$ cat src/rtl/core/multidim_array_address_calc_assert.svh
// Assertion macros for the array address calculator.
`ifndef MULTIDIM_ARRAY_ADDRESS_CALC_ASSERT_SVH
`define MULTIDIM_ARRAY_ADDRESS_CALC_ASSERT_SVH

// Same-cycle implication, checked on every rising edge outside reset.
`define MDAAC_ASSERT_NOW(label, ante, cons, msg) \
   label: assert property (@(posedge clock) disable iff (reset) (ante) |-> cons) \
      else $error(msg);

// Next-cycle implication, checked on every rising edge outside reset.
`define MDAAC_ASSERT_NEXT(label, ante, cons, msg) \
   label: assert property (@(posedge clock) disable iff (reset) (ante) |=> cons) \
      else $error(msg);

`endif

$ cat src/rtl/core/mdaac_ram.sv
// Generic single-port-write, single-port-read RAM with registered read data.
module mdaac_ram #(
   parameter int WIDTH = 8,
   parameter int DEPTH = 16,
   localparam int AW = (DEPTH > 1) ? $clog2(DEPTH) : 1
) (
   input  logic             clock,
   input  logic             wr_en,
   input  logic [AW-1:0]    wr_addr,
   input  logic [WIDTH-1:0] wr_data,
   input  logic             rd_en,
   input  logic [AW-1:0]    rd_addr,
   output logic [WIDTH-1:0] rd_data
);

   logic [WIDTH-1:0] mem_ff [DEPTH];
   logic [WIDTH-1:0] rd_data_ff;

   always_ff @(posedge clock) begin
      if (wr_en) begin
         mem_ff[wr_addr] <= wr_data;
      end
      if (rd_en) begin
         rd_data_ff <= mem_ff[rd_addr];
      end
   end

   assign rd_data = rd_data_ff;

endmodule

$ cat config.mk
export PLATFORM = sky130hd
export DESIGN_NAME = mdaac_ram
export DESIGN_NICKNAME = d
export VERILOG_FILES = /design/src/rtl/core/multidim_array_address_calc_assert.svh /design/src/rtl/core/mdaac_ram.sv
export SDC_FILE = /design/constraint.sdc
export NUM_CORES = 1
export LEC_CHECK = 0
export BUFFER_PORTS_ARGS = -buffer_cell sky130_fd_sc_hd__buf_2
export CORE_MARGIN = 2
export CORE_UTILIZATION = 60
export DETAILED_ROUTE_END_ITERATION = 7
export PLACE_DENSITY = 0.84
export SYNTH_ARGS = -nofsm -noshare
export SYNTH_HDL_FRONTEND = slang
export SYNTH_SLANG_ARGS = --single-unit
$ cat constraint.sdc
create_clock -name clock -period 2.35 [get_ports clock]
set_input_delay 0.47 -clock clock [delete_from_list [all_inputs] [get_ports clock]]
set_output_delay 0.47 -clock clock [all_outputs]
set_load 0.01 [all_outputs]
[Yosys cells after proc, flatten, opt, wreduce, memory -nomap -nowiden]
Memory sizes are Yosys's and may differ from the RTL's. A register that Yosys moved wholly into a read port is not among the register bits.
Index checks and enable logic that the tools add are counted.
W data, S select, Z words.
Word-level totals
  register bits after elaboration: 0
  memory bits (writable): 128
  input bits: 19
  output and inout bits: 8
  word-level logic and storage cells: 3
  memories kept: 1
Memories
  mem_ff: depth 16, width 8, read ports 1, clocked after memory_dff 1, write ports 1, RTL line mdaac_ram.sv:16  | logic [WIDTH-1:0] mem_ff [DEPTH];
Cells by class
  multiplexer cells: 2
Operator list (number)
  $mux W1: 2

[Logic depth before layout (Yosys ltp)]
Gate-level depths: netlist of the first run.
  depth after elaboration: 2
  mapped depth: 5
  depth with buffers taken out: 3

[Worst setup path before layout of the first run]
No wires, ideal clock.
  kind: in2reg
  from: input wr_addr[2]
  to: memory mem_ff[0][0] (enable)
  setup time: 0.383 ns
  data arrival time: 1.580 ns
  data required time: 1.967 ns
  setup slack: 0.387 ns
  stages on the path: 2
  path buffers: 0
  cell sequence: or3b_2 -> nor3_1
RTL lines
  from (decl): RTL line mdaac_ram.sv:9  | input logic [AW-1:0] wr_addr,
  to (decl): RTL line mdaac_ram.sv:16
No word-level cell before the write port.

==> results of run 1 <==
==> flip-flops by register name, indices dropped and copies added, names as in the netlist <==
register  count
mem_ff      128
rd_data       8
==> cell families (layout without fill, tap and decap cells) <==
kind of cell    count (synthesis)  after routing  share of synthesized area [%]
flops                         136            136                           78.1
simple gates                   35             35                           3.14
mux                            32             32                           14.8
compound gates                 16             16                           2.30
buf+inv                        10             79                           1.65
==> metrics by stage <==
stage / hold WS, ps / util (%) / cell area (um^2)
final: 320 / 72.6 / 6240
after global routing: 308 / 72.6 / 6240
after CTS: 298 / 72.6 / 6240
after floorplan: 569 / - / 5230
after detailed placement: 743 / 65.2 / 5600
after global placement: 731 / 65.2 / 5600
==> worst paths after layout <==
path         slack (ps)     startpoint  cells after the start         end
max                 690     rd_addr[0]                      5  rd_data[1]
max reg2reg         790   mem_ff[5][1]                      3  rd_data[1]
min                 320          rd_en                      1  rd_data[3]
min reg2reg         770  mem_ff[15][3]                      3  rd_data[3]
==> area by class of cell <==
type                            count  share of cell area (%)
Sequential cell                   136                    65.5
Multi-Input combinational cell     83                    16.9
Clock buffer                       17                    6.64
Timing Repair Buffer               47                    5.21
Clock inverter                     15                    3.59
Tap cell                          108                    2.17
==> cell usage after synthesis <==
cell type          n  area (um^2)
nand2b_1           2         12.5
nor2b_1            1         6.26
buf_2              3         15.0
or3b_2             1         8.76
buf_6              3         33.8
nor2_1            13         48.8
nand3_1            1         5.00
buf_4              1         7.51
mux4_1            14          368
mux4_2            18          405
clkdlybuf4s25_2    3         30.0
a22oi_1           16          120
nand3b_1           2         15.0
edfxtp_1         136         4080
and2b_1            1         7.51
and2_1             1         6.26
nor3_1             4         20.0
nand2_1            9         33.8
==> routing by layer <==
metal / track usage [%] / share of wire (%) / vias up
li1: - / - / 1092
met1: 35.4 / 41 / 1307
met2: 35.3 / 49 / 126
met3: 6.47 / 7.3 / 17
met4: 10.5 / 2.3 / 0
met5: 0 / 0 / -
==> power groups by stage <==
stage	sequential (mW)	combinational, mW	clock, mW
global route	2.75	0.280	2.96
floorplan	2.80	0.138	0
finish	2.75	0.258	2.84
CTS	2.75	0.261	2.87
detailed placement	2.80	0.253	0
global placement	2.80	0.245	0
==> layout by cell type (no fill, tap or decap) <==
cell        synthesis  routed
edfxtp_1          136     136
buf_2               3      26
mux4_2             18      18
buf_4               1      18
a22oi_1            16      16
clkbuf_16           0      16
mux4_1             14      14
nor2_1             13      13
nand2_1             9       9
bufinv_16           0       5
nor3_1              4       4
clkinv_2            0       3
clkinv_4            0       3
buf_12              0       3
nand3b_1            2       2
nand2b_1            2       2
inv_6               0       2
clkinvlp_4          0       2
nor2b_1             1       1
and2_1              1       1
and2b_1             1       1
nand3_1             1       1
or3b_2              1       1
clkbuf_8            0       1
==> critical path, cell delays in order <==
cell and delay (ps):
buf_2 230, buf_12 230, mux4_1 640, a22oi_1 250
nand2_1 100
==> results.json, run 1 <==
{
  "layout.nets": 304,
  "hold_viol": 0,
  "path_class": "input pin to flop",
  "peakVddDrop_mv": 0.838,
  "numClockSinks": 136,
  "p_sw_mw": 1.17,
  "period_minus_slack_ps": 1660,
  "track_usage_pct": 24.2,
  "ys_warn_count": 0,
  "finalSetupTns_ps": 0,
  "multi_input_area_um2": 1060,
  "syn_area_um2": 5230,
  "dp_hpwl_um": 5810,
  "clk_path_buf_depth": 2,
  "die_h_um": 97.3,
  "synthCells": 229,
  "area_growth_pct": 19.4,
  "initial_core_util_pct": 60.8,
  "tightest_slew_ps": 462,
  "ys_seq_area_share_pct": 78.1,
  "intPower_mw": 4.68,
  "status": "finished clean",
  "clk_latency_ps": 520,
  "cts-htree-levels": 4,
  "setup_ws_ps": 695,
  "drc_errors": 0,
  "grt_pass1_vias": 2636,
  "p_per_area_nw_per_um2": 937,
  "max-slew-margin-rel_pct": 69.2,
  "wl_per_cell_um": 25.6,
  "total_leakage_power_nw": 2.14,
  "diodes": 0,
  "antenna_left": 0,
  "place_congestion": 0.723,
  "layout-drive-gt1-share_pct": 32.9,
  "post-place-cells": 374,
  "die_area_um2": 9480,
  "drt-pass1-iter-count": 4,
  "regArea_um2": 4080,
  "cp.required_ps": 2620,
  "overflow": 0,
  "clockPowerShare_pct": 48.5,
  "rows": 34,
  "drtIter0Drc": 256,
  "synth.avg_cell_area_um2": 22.8,
  "port_buffers": 26,
  "critPathArrivalTime_ps": 1920,
  "final-setup-viol-count": 0,
  "rsz0062_at_grt": "false",
  "clkTransAtPathRegs_ps": 60,
  "vias_per_cell": 6.26,
  "cp_max_fo": 18,
  "antenna_found_initial": 0,
  "place_ws_ps": 211,
  "cts-root-buf": "clkbuf_8",
  "syn_nets": 248,
  "cts_resized": 0,
  "synth_cell_type_count": 18,
  "post-cts-setup-buffers": 0,
  "drv_cap": 0,
  "power.share.combinational_pct": 4.4,
  "fin_crit_sh_pct": 70.4,
  "cts_tree": "yes",
  "grt_pass1_wl_um": 16100,
  "design.portCount": 27,
  "sw_frac_of_total_pct": 19.9,
  "seqPwrFrac_pct": 47.1,
  "fin_total_pwr_mw": 5.84,
  "grt_max_degree": 19,
  "finalNonFillerCells": 406,
  "hold_buffers": 0,
  "hold_path_class": "input pin to flop",
  "skew_ps": 9.50,
  "endpoint_kind": "flop",
  "synth_seq_cells": 136,
  "core_area_um2": 8590,
  "drv_slew": 0,
  "die_w_um": 97.3,
  "fmax_mhz": 604,
  "critPathLaunchType": "input pin",
  "cts_buffers": 17,
  "postRouteWirelength_um": 10400,
  "fillCellCount": 483,
  "routed-via-count": 2542
}
Note: power is estimated with default switching activity, not from simulation.
==> inputs of run 2 (changes only) <==
==> constraint.sdc (replaced) <==
create_clock -name clock -period 1.7 [get_ports clock]
set_input_delay 0.34 -clock clock [delete_from_list [all_inputs] [get_ports clock]]
set_output_delay 0.34 -clock clock [all_outputs]
set_load 0.01 [all_outputs]
==> run 2 against run 1 <==
Clock power is 25% higher. Register-to-register slack lost 690 ps. Die area is the same. Hold slack got worse by 110 ps. Utilization down 0.058 points. Count of clock-buffer cells in the layout rose by 2. Sequential cell count is the same. Critical path type is now flop to flop. Largest cell class unchanged.
==> results.json, run 2 (synthesis gave the netlist of run 1 again) <==
{
  "status": "finished clean",
  "crit_path_end": "rd_data[2]",
  "fin_total_pwr_mw": 7.74,
  "drc_errors": 0,
  "drv_cap": 0,
  "grt_pass1_wl_um": 16500,
  "top_layer": "met4",
  "path_class": "flop to flop",
  "fin_crit_sh_pct": 93.9,
  "grt_pass1_vias": 2670,
  "max_stage_delay_ps": 510,
  "wl_per_cell_um": 26.2,
  "cp_max_fo": 1,
  "design.portCount": 27,
  "critPathLaunchType": "flop",
  "diodes": 0,
  "routed-via-count": 2567,
  "placed_area_um2": 5660,
  "r2r_end": "rd_data[2]",
  "peakVddDrop_mv": 0.823,
  "cp.required_ps": 1940,
  "core_area_um2": 8590,
  "layout-drive-gt1-share_pct": 33.9,
  "vias_per_cell": 6.23,
  "cts_buffers": 17,
  "tightest_slew_ps": 403,
  "total_leakage_power_nw": 2.14,
  "path_buf_inv": 0,
  "max-slew-margin-rel_pct": 73.1,
  "drt-met1-wl_um": 4210,
  "worst_path_max_delay_cell": "mux4_1",
  "largest_register_ffs": 128,
  "clkTransAtPathRegs_ps": 60,
  "finalHoldWorstSlack_ps": 205,
  "cp.depth": 3,
  "final-setup-viol-count": 0,
  "cts_tree": "yes",
  "die_w_um": 97.3,
  "layout_common_cells": "edfxtp_1 (136), buf_2 (26), buf_4 (25), mux4_2 (18)",
  "postRouteWirelength_um": 10800,
  "period_minus_slack_ps": 1600,
  "crit_family": "multiplexers",
  "numClockSinks": 136,
  "wl_met2_um": 5530,
  "rows": 34,
  "regMostFlops": "mem_ff",
  "overflow": 0,
  "drv_slew": 0,
  "min_from": "rd_en",
  "hold_buffers": 0,
  "antenna_found_initial": 0,
  "path_cells": "mux4_1, a22oi_1, nand2_1",
  "layout.nets": 311,
  "hold_path_class": "input pin to flop",
  "fin_area_um2": 6230,
  "track_usage_pct": 24.6,
  "cts_resized": 0,
  "antenna_left": 0,
  "fmax_mhz": 626,
  "clk_path_buf_depth": 2,
  "critPathArrivalTime_ps": 1840,
  "drt-pass1-iter-count": 5,
  "port_buffers": 26,
  "final_common_cell": "edfxtp_1",
  "routed-wl-met3_um": 843,
  "endpoint_kind": "flop",
  "drtIter0Drc": 319,
  "die_h_um": 97.3,
  "post-cts-setup-buffers": 0,
  "dp_hpwl_um": 6340,
  "die_area_um2": 9480,
  "initial_core_util_pct": 60.8,
  "hold_viol": 0,
  "rsz0062_at_grt": "false",
  "critPathLaunch": "mem_ff[10][2]",
  "skew_ps": 10.9,
  "p_per_area_nw_per_um2": 1240,
  "grt_max_degree": 22,
  "rr_startpoint": "mem_ff[10][2]",
  "rrSetupSlack_ps": 100,
  "cts-root-buf": "clkbuf_8",
  "area_growth_pct": 19.3,
  "clk_latency_ps": 510,
  "place_congestion": 0.795,
  "reg2reg_depth": 3,
  "cts-htree-levels": 4
}
## run 2: per-stage QoR
stage / setup TNS (ps) / utilization, % / cells / setup WS, ps
floorplan: 0 / - / 229 / 77.6
detailed placement: -1220 / 65.9 / 381 / -220
global placement: -989 / 65.9 / 381 / -188
global route: 0 / 72.6 / 412 / 75.9
finish: 0 / 72.6 / 412 / 104
CTS: 0 / 72.6 / 412 / 65.3
## run 2: worst register-to-register path: cells and delay by family (launching register included)
family / cells / cell delay (ps)
AND/OR/NAND/NOR: 1 / 110
flip-flops: 1 / 380
AO/OA/AOI/OAI: 1 / 330
multiplexers: 1 / 510
## run 2: layer usage
| metal | global-route usage [%] | vias to the layer above |
|---|---|---|
| met1 | 33.5 | 1299 |
| met4 | 8.76 | 0 |
| met5 | 0 | - |
| met2 | 38.9 | 143 |
| met3 | 7.12 | 17 |
| li1 | - | 1108 |
## run 2: layout make-up
cell class | count | area [um^2]
clock buffer | 19 | 422
fill | 472 | 2360
sequential | 136 | 4080
timing repair buffer | 54 | 378
clock inverter | 12 | 154
multi-input combinational | 83 | 1060
tap | 108 | 135
## run 2: where the power goes
| group | switching (mW) | leakage, nW | internal (mW) |
|---|---|---|---|
| combinational | 0.212 | 0.633 | 0.165 |
| clock | 1.34 | 0.274 | 2.22 |
| sequential | 0.0225 | 1.24 | 3.78 |
| total | 1.57 | 2.14 | 6.17 |
## run 2: worst min path at each step
stage | endpoint | slack, ps | cells after the start
after CTS | rd_data[0] | 180 | 1
after floorplan | mem_ff[0][0] | 440 | 0
final | rd_data[2] | 210 | 1
after detailed placement | rd_data[4] | 720 | 1
after global routing | rd_data[2] | 190 | 1
after global placement | rd_data[0] | 720 | 3
==> inputs of run 3 (changes only) <==
--- a/config.mk
+++ b/config.mk
@@ -9,7 +9,7 @@
 export CORE_MARGIN = 2
 export CORE_UTILIZATION = 60
 export DETAILED_ROUTE_END_ITERATION = 7
-export PLACE_DENSITY = 0.84
+export PLACE_DENSITY_LB_ADDON = 0.05
 export SYNTH_ARGS = -nofsm -noshare
 export SYNTH_HDL_FRONTEND = slang
 export SYNTH_SLANG_ARGS = --single-unit
==> run 3 against run 2 <==
First-iteration DRC count fell by 13%. Sequential share of layout area fell by 0.066 points. Maximum frequency rose by 3.2%. Via count fell by 1.4%. Sequential cell count did not move.
==> results.json, run 3 (synthesis gave the netlist of run 1 again) <==
{
  "design.portCount": 27,
  "fin_util_pct": 72.6,
  "fillCellCount": 517,
  "tightest_slew_ps": 789,
  "post-cts-setup-buffers": 0,
  "cp.required_ps": 1960,
  "peakVddDrop_mv": 1.07,
  "drt-pass1-iter-count": 4,
  "routed-via-count": 2531,
  "critPathLaunchType": "flop",
  "die_h_um": 97.3,
  "antenna_found_initial": 0,
  "initial_core_util_pct": 60.8,
  "skew_ps": 8.99,
  "place_ws_ps": -231,
  "drc_errors": 0,
  "hold_viol": 0,
  "p_per_area_nw_per_um2": 1280,
  "placed_area_um2": 5620,
  "final-setup-viol-count": 0,
  "path_class": "flop to flop",
  "cp_max_fo": 1,
  "regArea_um2": 4080,
  "layout_common_cells": "edfxtp_1 (136), buf_2 (26), buf_4 (20), mux4_2 (18)",
  "fin_area_um2": 6240,
  "status": "finished clean",
  "drv_cap": 0,
  "grt_pass1_wl_um": 16000,
  "overflow": 0,
  "drtIter0Drc": 276,
  "largest_register_ffs": 128,
  "rows": 34,
  "multi_input_area_um2": 1060,
  "wl_per_cell_um": 25.6,
  "port_buffers": 26,
  "antenna_left": 0,
  "grt_pass1_vias": 2533,
  "fin_total_pwr_mw": 7.97,
  "track_usage_pct": 24.1,
  "cts_tree": "yes",
  "layout-drive-gt1-share_pct": 32.9,
  "total_leakage_power_nw": 2.14,
  "hold_buffers": 0,
  "clk_path_buf_depth": 2,
  "hold_path_class": "input pin to flop",
  "setup_ws_ps": 153,
  "diodes": 0,
  "fin_crit_sh_pct": 91.0,
  "drv_slew": 0,
  "core_area_um2": 8590,
  "place_congestion": 0.727,
  "regMostFlops": "mem_ff",
  "fmax_mhz": 646,
  "cts-htree-levels": 4,
  "cts-root-buf": "clkbuf_8",
  "area_growth_pct": 19.4,
  "die_area_um2": 9480,
  "numClockSinks": 136,
  "rsz0062_at_grt": "false",
  "dp_hpwl_um": 6390,
  "endpoint_kind": "flop",
  "postRouteWirelength_um": 10400,
  "clkTransAtPathRegs_ps": 60,
  "period_minus_slack_ps": 1550,
  "grt_max_degree": 22,
  "vias_per_cell": 6.23,
  "cts_resized": 0,
  "clk_latency_ps": 520,
  "layout.nets": 306,
  "cts_buffers": 17,
  "max-slew-margin-rel_pct": 47.3,
  "final_common_cell": "edfxtp_1",
  "die_w_um": 97.3,
  "critPathArrivalTime_ps": 1810
}
[run 3: cell types whose count changed in the layout (fill, tap and decap cells not counted)]
cell        previous run  this run
clkinvlp_4             3         2
clkinv_2               3         2
clkbuf_1               2         0
clkinv_1               0         1
bufinv_16              3         5
buf_4                 25        20
[run 3: final cells by class]
class                      count  area share (%)
multi-input combinational     83            17.0
sequential                   136            65.4
clock inverter                13            3.29
clock buffer                  17            6.64
tap                          108            2.17
timing repair buffer          49            5.45
[run 3: through the flow]
step	TNS (ps)	cells	hold WS, ps
final	0	406	199
after global routing	0	406	179
after global placement	-1260	376	724
after CTS	0	406	183
after floorplan	0	229	439
after detailed placement	-1300	376	723
[run 3: metal layers]
| layer | global-route usage (%) | vias to the layer above | wire length (um) |
|---|---|---|---|
| li1 | - | 1098 | - |
| met1 | 37.8 | 1299 | 4470 |
| met2 | 34.2 | 124 | 4830 |
| met3 | 6.33 | 10 | 968 |
| met4 | 7.80 | 0 | 112 |
| met5 | 0 | - | 0 |
[run 3: path summary, 6_finish.rpt]
check | from | to | slack, ps | depth (start not counted)
worst max-delay path | mem_ff[9][4] | rd_data[4] | 150 | 3
worst max register to register | mem_ff[9][4] | rd_data[4] | 150 | 3
worst min-delay path | rd_en | rd_data[7] | 200 | 1
worst min register to register | mem_ff[3][5] | rd_data[5] | 770 | 3
[run 3: report_power, final]
group	switching [mW]	total (mW)	internal (mW)	leakage, nW
sequential	0.0219	3.80	3.78	1.24
clock	1.30	3.80	2.50	0.297
combinational	0.209	0.366	0.157	0.608
total	1.53	7.97	6.44	2.14
[run 3: critical path, stage by stage (launching register included)]
cell      delay [ps]
edfxtp_1         370
mux4_1           510
a22oi_1          330
nand2_1           80
