## src/rtl/core/multidim_array_address_calc_assert.svh

```systemverilog
// Assertion macros for the array address calculator.
`ifndef MULTIDIM_ARRAY_ADDRESS_CALC_ASSERT_SVH
`define MULTIDIM_ARRAY_ADDRESS_CALC_ASSERT_SVH

// Same-cycle implication, checked on every rising edge outside reset.
`define MDAAC_ASSERT_NOW(label, ante, cons, msg) \
   label: assert property (@(posedge clock) disable iff (reset) (ante) |-> cons) \
      else $error(msg);

// Next-cycle implication, checked on every rising edge outside reset.
`define MDAAC_ASSERT_NEXT(label, ante, cons, msg) \
   label: assert property (@(posedge clock) disable iff (reset) (ante) |=> cons) \
      else $error(msg);

`endif

```

## src/rtl/core/mdaac_pkg.sv

```systemverilog
// Shared types and constants of the array address calculator.
package mdaac_pkg;

   localparam int MAX_ARRAYS_DEF = 16;
   localparam int MAX_DIMS_DEF   = 16;

   localparam int WORD_W  = 32;
   localparam int SIZE_W  = 31;
   localparam int ID_W    = 4;
   localparam int DNUM_W  = 5;
   localparam int CMD_W   = 2;
   localparam int IDS_NUM = 1 << ID_W;

   typedef enum logic [CMD_W-1:0] {
      CMD_HEADER = 2'd0,
      CMD_BOUNDS = 2'd1,
      CMD_INDEX  = 2'd2,
      CMD_NONE   = 2'd3
   } cmd_type;

   // Operands for one pass through the shared multiplier.
   typedef struct packed {
      logic              en;
      logic [WORD_W-1:0] a;
      logic [WORD_W-1:0] b;
   } mul_req_type;

endpackage

```

## src/rtl/core/mdaac_mul.sv

```systemverilog
// Shared 32x32 multiplier keeping the low word, result registered.
module mdaac_mul (
   input  logic                      clock,
   input  mdaac_pkg::mul_req_type    mul_req,
   output logic [mdaac_pkg::WORD_W-1:0] prod
);

   logic [2*mdaac_pkg::WORD_W-1:0] full_prod;
   logic [mdaac_pkg::WORD_W-1:0]   prod_ff;
   logic [mdaac_pkg::WORD_W-1:0]   prod_in;

   assign full_prod = mul_req.a * mul_req.b;
   assign prod_in   = full_prod[mdaac_pkg::WORD_W-1:0];

   always_ff @(posedge clock) begin
      if (mul_req.en) begin
         prod_ff <= prod_in;
      end
   end

   assign prod = prod_ff;

endmodule

```

## config.mk

```make
export PLATFORM = sky130hd
export DESIGN_NAME = mdaac_mul
export DESIGN_NICKNAME = d
export VERILOG_FILES = /design/src/rtl/core/multidim_array_address_calc_assert.svh /design/src/rtl/core/mdaac_pkg.sv /design/src/rtl/core/mdaac_mul.sv
export SDC_FILE = /design/constraint.sdc
export NUM_CORES = 1
export LEC_CHECK = 0
export BUFFER_PORTS_ARGS = -buffer_cell sky130_fd_sc_hd__buf_2
export CAP_MARGIN = 30
export CORE_MARGIN = 10
export CORE_UTILIZATION = 53
export DETAILED_ROUTE_END_ITERATION = 10
export HOLD_SLACK_MARGIN = 0.06
export PLACE_DENSITY = 0.73
export SYNTH_ARGS = -nofsm -noshare
export SYNTH_HDL_FRONTEND = slang
export SYNTH_SLANG_ARGS = --single-unit
```

## constraint.sdc

```tcl
create_clock -name clock -period 20.7 [get_ports clock]
set_input_delay 1.035 -clock clock [delete_from_list [all_inputs] [get_ports clock]]
set_output_delay 1.035 -clock clock [all_outputs]
set_load 0.01 [all_outputs]
```

After elaboration in Yosys (flattened, before gate mapping)
Index checks and enable logic that the tools add are counted.
- bits of input ports: 66
- bits in registers: 32
- output and inout bits: 32
- multiply operators: 1
- operators with widths (kind ; number):
    $mul A32 B32 Y32 ; 1

Logic depth before layout (Yosys ltp)
Gate-level depths: netlist of run 1.
- word-level depth: 1
- depth in mapped cells: 26
- mapped depth without buffers: 24

Worst setup path before layout of run 1
No wires, ideal clock.
- path type: input-to-reg
- start: input port mul_req[3] in the netlist's numbering
- end: register prod_ff, in the netlist prod[29] (data pin)
- data required time: 20.565 ns
- buffers on the path: 2
- stages on the path: 24
- path slack: 13.192 ns
- data arrival time: 7.373 ns
- cell sequence: clkbuf_1 > clkbuf_1 > and2_1 > fa_1 > inv_1 > fa_1 > fa_1 > fa_1 > inv_1 > fa_1 > inv_1 > fa_1 > inv_1 > fa_1 > fa_1 > ha_1 > and4_1 > and2_2 > o31ai_1 > o211a_1 > a21oi_2 > a41o_1 > or4_1 > nand3_1
- word-level cells in the longest chain between the ends: 1
- RTL lines (what ; RTL line ; source):
    start: declaration ; mdaac_mul.sv:4 ; input mdaac_pkg::mul_req_type mul_req,
    $mul A32 B32 Y32 ; mdaac_mul.sv:12 ; assign full_prod = mul_req.a * mul_req.b;
    via full_prod (one bit) ; mdaac_mul.sv:8 ; logic [2*mdaac_pkg::WORD_W-1:0] full_prod;
    end signal: assignment ; mdaac_mul.sv:17 ; prod_ff <= prod_in;
    end: declaration ; mdaac_mul.sv:9 ; logic [mdaac_pkg::WORD_W-1:0] prod_ff;
The timed path passes the listed nets, and every way through them passes these cells.
A chain may end at the register's enable or synchronous reset.

Worst setup path in the final report of run 1
- start: input port mul_req[8] in the netlist's numbering
- end: register prod_ff, in the netlist prod[28] (data pin)
The elaborated chain is that of the path after synthesis.

==> impl_results.md, run 1 <==
* Outcome: complete, no violations
* First-pass GRT wire length at 69.95 mm
* WS Path Type: input port to flop
* Wirelength, routed at 41.53 mm
* DRT antenna net count at 0
* Routability cong. at 0.8900
* Vias at 11650
* Max-Cap Viols at 0
* PostCTS Resize Cnt at 0
* Die H at 197.8 um
* Number of post-CTS setup repair buffers at 0
* Port-buffer cells at 97
* Clock transition at path regs at 70 ps
* TritonCTS clock tree: yes
* Drt wl/cell at 19.14 um
* # clock sinks at 32
* Final Util at 56.01%
* GRT Total Usage at 22.62%
* Most common library cells after synthesis: fa_1, and2_1, inv_1
* Final setup margin at 12750 ps
* Initial antenna violation count at 3
* CP Launch Type: input port
* Worst hold path type: input port to flop
* Largest net degree at the start of global routing at 33
* Async SR Flop Fraction at 0%
* Synth unique cells at 45
* Critical path fanouts, max at 24
* Max-slew headroom at 34.22%
* Root Buffer: clkbuf_16
* Dpl hpwl at 33.65 mm
* Fillers at 2744
* Fin nets at 2362
* Post-Route Setup TNS at 0 ps
* Top-count cell post-synth: fa_1
* Grt total ovfl at 0
* Unrepaired setup endpoints after global routing: false
* Core region area at 0.03139 mm2
* # rows at 65
* Required time of the critical path at 20760 ps
* Hold_ws at 1390 ps
* Max reg flops at 32
* Die X-Extent at 197.8 um
* P&R area growth vs syn at 4.998%
* Final hold violation count at 0
* Setup crit start: mul_req[8]
* Synthesized flop and latch total at 32
* Post-Syn Instances at 1741
* Top FF cell, synth: edfxtp_1
* Num CTS Buffers at 5
* First DRT Iteration DRCs at 744
* Layout cells sized above 1 at 6.682%
* Post-synthesis sequential area ratio at 5.738%
* Initial Utilization at 53.34%
* Cts hold-fix bufs at 0
* H-tree levels at 2
* DRC Markers at 0
* Number of global-route vias before repair at 13420
* Worst Tran Pin Value at 977.9 ps
* DR pass1 iterations at 5
* Top cells by area, synth: fa_1, and2_1, ha_1
* I/O Pins at 98
* Final setup fails at 0
* Worst hold path depth at 1
* Critical path arrival at 8010 ps
* Clock buffer depth at 2
* Place WS at 12560 ps
* Peak Freq at 125.8 MHz
* Max Slew Vio Count at 0
* Syn avg cell area at 9.619 um2
* Min-Delay Startpoint: mul_req[64]
* Post-synth top area share at 48.77%
* Via density at 5.367
* Post-synth net total at 2338
* Post-route minimum period at 7951 ps
* Syn. warnings at 0
* Die Area at 0.03911 mm2
* Post-synth top area cell: fa_1
* Critical Path Sink Type: flop
* Cell area after synthesis at 0.01675 mm2
* WHS Endpoint: prod[15]
* Fin crit share at 38.41%
* Post-synth EDFFs at 32
final cells by class:
type | instances | area [um2] | area share [%]
diodes | 2 | 5.005 | 0.02846
clock buffers | 5 | 125.1 | 0.7116
flip-flops and latches | 32 | 960.9 | 5.465
clock inverters | 3 | 18.77 | 0.1067
well taps | 402 | 503.0 | 2.861
inverters | 363 | 1363 | 7.749
repair buffers | 97 | 485.5 | 2.761
multi-input cells | 1266 | 14120 | 80.32
layer usage:
layer	share of wire [%]	vias to the layer above	global-route usage (%)
met5	0.072	-	0
met4	1.7	4	4.841
met3	6.3	64	3.819
met2	50	373	38.32
met1	42	6084	29.90
li1	-	5122	-
cell usage in the layout, fill, tap and decap left out, types with 19 or more instances in the layout:
| cell | count |
|---|---|
| ha_1 | 123 |
| and2_1 | 368 |
| xnor2_1 | 65 |
| nand2_1 | 169 |
| edfxtp_1 | 32 |
| buf_2 | 97 |
| a21oi_1 | 22 |
| inv_1 | 363 |
| xor2_1 | 19 |
| fa_1 | 408 |
critical path, cell delays in order:
cell and delay (ps):
buf_2 420, nand2_1 150, fa_1 570, inv_1 60, fa_1 440, fa_1 500, inv_1 50, fa_1 490
inv_1 60, fa_1 450, ha_1 300, fa_1 500, fa_1 410, ha_1 380, and3_2 230, nand3_1 70
and3b_1 270, o221ai_1 150, a21boi_0 780, a41oi_1 320, o21ai_0 270, xor2_1 90
worst max path at each step:
| stage | end | slack [ps] |
|---|---|---|
| 6_report | prod[28] | 12750 |
| 5_1_grt | prod[28] | 12520 |
| 4_1_cts | prod[28] | 12900 |
| 3_5_place_dp | prod[28] | 12560 |
| 3_3_place_gp | prod[28] | 12660 |
| 2_1_floorplan | prod[29] | 13190 |
logic make-up after synthesis:
logic type               count (synthesis)  synth area share, %
AND/OR/NAND/NOR                        575                18.78
adder cells (fa/ha/maj)                531                57.96
buffers and inverters                  443                9.930
XOR/XNOR                                84                4.393
AO/OA/AOI/OAI                           76                3.198
flip-flops                              32                5.738
metrics by stage:
stage	instances	cell area (um2)
after floorplan	1741	16750
final	2170	17580
after global placement	2160	17430
after detailed placement	2160	17430
after global routing	2168	17580
after CTS	2168	17580
Power of run 1 is not shown: default switching activity piles up to over one toggle a cycle in this logic, so the estimate is an artifact.
==> inputs of run 2 (changes only) <==
==> constraint.sdc (replaced) <==
create_clock -name clock -period 7.7 [get_ports clock]
set_input_delay 0.385 -clock clock [delete_from_list [all_inputs] [get_ports clock]]
set_output_delay 0.385 -clock clock [all_outputs]
set_load 0.01 [all_outputs]
==> run 2 against run 1 <==
Compared with the run above: worst hold slack got worse by 640 ps; global-route usage rose by 0.56 points; critical path depth fell by 1; non-clock buffer count rose by 18; highest routed layer is now met4.
==> impl_results.md, run 2 (synthesis results as in run 1) <==
* Outcome: complete, no violations
* Clock buffer depth at 2
* Largest net degree at the start of global routing at 33
* Hold_ws at 751.6 ps
* I/O Pins at 98
* Via density at 5.381
* Dpl hpwl at 35.54 mm
* Worst hold path depth at 1
* Max reg flops at 32
* Max Slew Vio Count at 0
* # rows at 65
* H-tree levels at 2
* Fillers at 2700
* Vias at 11770
* Worst hold path type: input port to flop
* Commonest cells after routing, fill and taps aside: fa_1, and2_1, inv_1
* Fin crit share at 91.41%
* Unrepaired setup endpoints after global routing: false
* Initial antenna violation count at 1
* P&R area growth vs syn at 5.910%
* Critical path fanouts, max at 29
* DRC Markers at 0
* Number of post-CTS setup repair buffers at 0
* Die X-Extent at 197.8 um
* Critical path arrival at 7080 ps
* CP Launch Type: input port
* DR pass1 iterations at 5
* Core region area at 0.03139 mm2
* Initial Utilization at 53.34%
* First DRT Iteration DRCs at 616
* Final hold violation count at 0
* First-pass GRT wire length at 70.79 mm
* Grt total ovfl at 0
* Die Area at 0.03911 mm2
* Required time of the critical path at 7740 ps
* Cts hold-fix bufs at 0
* GRT Total Usage at 23.18%
* WS Path Type: input port to flop
* CP endpoint: prod[31]
* Clock transition at path regs at 60 ps
* Worst Tran Pin Value at 850.8 ps
* Max-slew headroom at 43.28%
* Fin nets at 2380
* Peak Freq at 142.1 MHz
* Drt wl/cell at 19.49 um
* Critical Path Sink Type: flop
* PostCTS Resize Cnt at 0
* Root Buffer: clkbuf_16
* Commonest non-fill, non-tap cell in the layout: fa_1
* Port-buffer cells at 97
* Post-Route Setup TNS at 0 ps
* Num CTS Buffers at 5
* # clock sinks at 32
* Max-Cap Viols at 0
* Setup crit start: mul_req[3]
* Final setup fails at 0
* TritonCTS clock tree: yes
* Die H at 197.8 um
* Number of global-route vias before repair at 13380
* Post-route minimum period at 7038 ps
* Layout cells sized above 1 at 7.567%
* Wirelength, routed at 42.63 mm
* Routability cong. at 0.9149
* DRT antenna net count at 0
run 2: cell types whose count changed in the layout (fill, tap and decap cells not counted):
cell / before / now
buf_4: 0 / 18
bufinv_16: 0 / 1
clkbuf_1: 0 / 1
clkinv_2: 2 / 1
clkinv_4: 1 / 0
diode_2: 2 / 1
run 2: layer usage:
layer,wire length (um),track usage (%)
met2,20910,39.07
met4,1406,7.403
met5,0,0
met3,3222,4.940
met1,17090,29.22
run 2: area by class of cell:
cell class                      instances  area, um2  share of cell area, %
Sequential cell                        32      960.9                  5.418
Inverter                              363       1363                  7.683
Clock buffer                            6      128.9                 0.7266
Tap cell                              402      503.0                  2.836
Timing Repair Buffer                  115      620.6                  3.499
Clock inverter                          2      35.03                 0.1975
Antenna cell                            1      2.502                0.01411
Multi-Input combinational cell       1266      14120                  79.63
run 2: how the worst min path moves through the flow:
stage	start	endpoint	slack (ps)
3_5_place_dp	prod[12]	prod[12]	800
3_3_place_gp	prod[7]	prod[7]	800
4_1_cts	mul_req[64]	prod[18]	770
6_report	mul_req[64]	prod[18]	750
5_1_grt	mul_req[64]	prod[18]	780
2_1_floorplan	mul_req[64]	prod[0]	500
run 2: critical path: stages:
cell and delay (ps):
buf_2 420, and2_1 230, fa_1 440, inv_1 100, fa_1 440, fa_1 490, fa_1 550, inv_1 60
fa_1 490, fa_1 590, fa_1 440, fa_1 450, ha_1 380, and4_1 220, and2_2 190, o31ai_1 60
o211a_1 330, a21oi_2 120, a41o_1 300, a221oi_2 280, xnor2_1 100
run 2: through the flow:
step | util [%] | cell area [um2] | instances | setup WS (ps)
6_report | 56.50 | 17740 | 2187 | 661.7
5_1_grt | 56.49 | 17730 | 2186 | 379.1
4_1_cts | 56.49 | 17730 | 2186 | 714.5
3_5_place_dp | 55.97 | 17570 | 2178 | 384.0
3_3_place_gp | 55.97 | 17570 | 2178 | 494.4
2_1_floorplan | - | 16750 | 1741 | 842.4
Power of run 2 is left out for the same reason.
==> inputs of run 3 (changes only) <==
--- a/config.mk
+++ b/config.mk
@@ -5,13 +5,16 @@
 export SDC_FILE = /design/constraint.sdc
 export NUM_CORES = 1
 export LEC_CHECK = 0
+export ABC_AREA = 1
 export BUFFER_PORTS_ARGS = -buffer_cell sky130_fd_sc_hd__buf_2
 export CAP_MARGIN = 30
 export CORE_MARGIN = 10
 export CORE_UTILIZATION = 53
+export CTS_CLUSTER_DIAMETER = 150
 export DETAILED_ROUTE_END_ITERATION = 10
 export HOLD_SLACK_MARGIN = 0.06
 export PLACE_DENSITY = 0.73
+export SETUP_SLACK_MARGIN = 0.15
 export SYNTH_ARGS = -nofsm -noshare
 export SYNTH_HDL_FRONTEND = slang
 export SYNTH_SLANG_ARGS = --single-unit
==> run 3 against run 2 <==
Compared with the run above: highest routed layer is now met5; sequential share of layout area down 0.27 points; cell count up 29%; core utilization is 0.66 points lower.
==> impl_results.md, run 3 <==
* Outcome: complete, no violations
* Number of post-CTS setup repair buffers at 0
* P&R area growth vs syn at 4.231%
* Commonest non-fill, non-tap cell in the layout: inv_1
* Crit-path cells: buf_2 > nand2_1 > fa_1 > fa_1 > fa_1 > inv_1 > fa_1 > inv_1 > fa_1 > inv_1 > fa_1 > fa_1 > fa_1 > ha_1 > a21oi_1 > o21ai_0 > a21oi_1 > nand3_1 > nand2_1 > nand2_1 > a21oi_1 > inv_1 > nand2_1 > nand2_1
* Via density at 4.971
* Post-synth EDFFs at 32
* Synth unique cells at 36
* Drt wl/cell at 16.52 um
* Post-route minimum period at 6765 ps
* Most common library cells after synthesis: inv_1, nand2_1, fa_1
* Num CTS Buffers at 5
* Port-buffer cells at 97
* Cts hold-fix bufs at 0
* Initial antenna violation count at 1
* PostCTS Resize Cnt at 0
* Die Area at 0.04157 mm2
* Clock transition at path regs at 60 ps
* CP max stage delay at 580 ps
* Post-synth net total at 2963
* First DRT Iteration DRCs at 837
* Fillers at 3069
* Most used cell, CP: fa_1
* Async SR Flop Fraction at 0%
* Diode count at 0
* Post-Route Setup TNS at 0 ps
* CP max-delay cell: fa_1
* DR pass1 iterations at 5
* GRT Total Usage at 23.36%
* Critical path fanouts, max at 21
* Top cells by area, synth: fa_1, inv_1, nand2_1
* CP Depth at 24
* First-pass GRT wire length at 77.63 mm
* Clock buffer depth at 2
* H-tree levels at 2
* Post-synthesis sequential area ratio at 5.362%
* Worst hold path depth at 1
* Routability cong. at 0.9275
* Unrepaired setup endpoints after global routing: false
* Layout cells sized above 1 at 4.981%
* Initial Utilization at 53.57%
* Max-slew headroom at 46.67%
* Peak Freq at 147.8 MHz
* Worst hold path type: input port to flop
* Grt total ovfl at 0
* # clock sinks at 32
* Fin crit share at 87.86%
* Critical path arrival at 6810 ps
* Worst Tran Pin Value at 800.0 ps
* WS Path Type: input port to flop
* Largest net degree at the start of global routing at 34
* Top FF cell, synth: edfxtp_1
* Required time of the critical path at 7750 ps
* Top-count cell post-synth: inv_1
* Multi-input logic area at 0.01350 mm2
* Post-Syn Instances at 2366
* I/O Pins at 98
* Number of global-route vias before repair at 15100
* TritonCTS clock tree: yes
* Die H at 203.9 um
* Max reg flops at 32
* Synthesized flop and latch total at 32
* Post-synth top area cell: fa_1
* Fin nets at 2965
* Core region area at 0.03345 mm2
* Syn. warnings at 0
* Die X-Extent at 203.9 um
* DRC Markers at 0
* CP Launch Type: input port
* Max-Cap Viols at 0
* Syn avg cell area at 7.574 um2
* Dpl hpwl at 38.84 mm
* Max Slew Vio Count at 0
* Commonest cells after routing, fill and taps aside: inv_1, nand2_1, fa_1
* Cell area after synthesis at 0.01792 mm2
* Post-synth top area share at 45.58%
* Critical Path Sink Type: flop
* Root Buffer: clkbuf_16
* # rows at 67
* Top Family by Delay on Critical Path: adder cells
* Final setup fails at 0
* Final hold violation count at 0
* Vias at 14000
* DRT antenna net count at 0
* Critical path buffers and inverters at 5
* FF/Latch Area at 960.9 um2
* Wirelength, routed at 46.55 mm
==> run 3: cell types whose count changed in the layout (fill, tap and decap cells not counted), sizes merged, moves of 3 or more <==
cell	before	now
a21o	10	3
xor2	19	26
nand3	7	34
nand4	0	4
and3	3	0
inv	363	802
and2	369	0
xnor2	65	12
nand2	169	713
buf	115	99
nor2	11	39
a211oi	5	1
a21oi	23	30
==> run 3: logic make-up after synthesis <==
| group | share of synthesized area (%) |
|---|---|
| fa+ha+maj | 54.17 |
| flops | 5.362 |
| xor+xnor | 1.899 |
| compound gates | 2.060 |
| buf+inv | 19.29 |
| simple gates | 17.22 |
==> run 3: cell type report <==
type / count / area share [%]
multi-input combinational: 1428 / 72.29
timing repair buffer: 99 / 2.680
sequential: 32 / 5.145
clock buffer: 5 / 0.6699
tap: 448 / 3.001
inverter: 802 / 16.12
clock inverter: 3 / 0.1005
==> run 3: metrics by stage <==
step	setup WS, ps	util [%]	std cells	cell area [um2]	hold slack, ps
4_1_cts	982.3	55.84	2817	18680	715.5
3_5_place_dp	694.9	55.41	2809	18530	801.4
3_3_place_gp	736.5	55.41	2809	18530	800.2
2_1_floorplan	1102	-	2366	17920	497.5
6_report	935.0	55.84	2817	18680	701.7
5_1_grt	600.1	55.84	2817	18680	751.3
==> run 3: routing by layer <==
metal  vias to the layer above  share of wire (%)  track usage (%)
li1                       6487                  -                -
met1                      6876                 40            29.54
met2                       529                 49            40.36
met3                       110                7.3            2.774
met4                         2                3.6            8.713
met5                         -              0.041                0
==> run 3: path summary, 6_finish.rpt <==
kind	from	to	slack, ps
max	mul_req[11]	prod[31]	930
min	mul_req[64]	prod[22]	700
Power of run 3 is left out for the same reason.
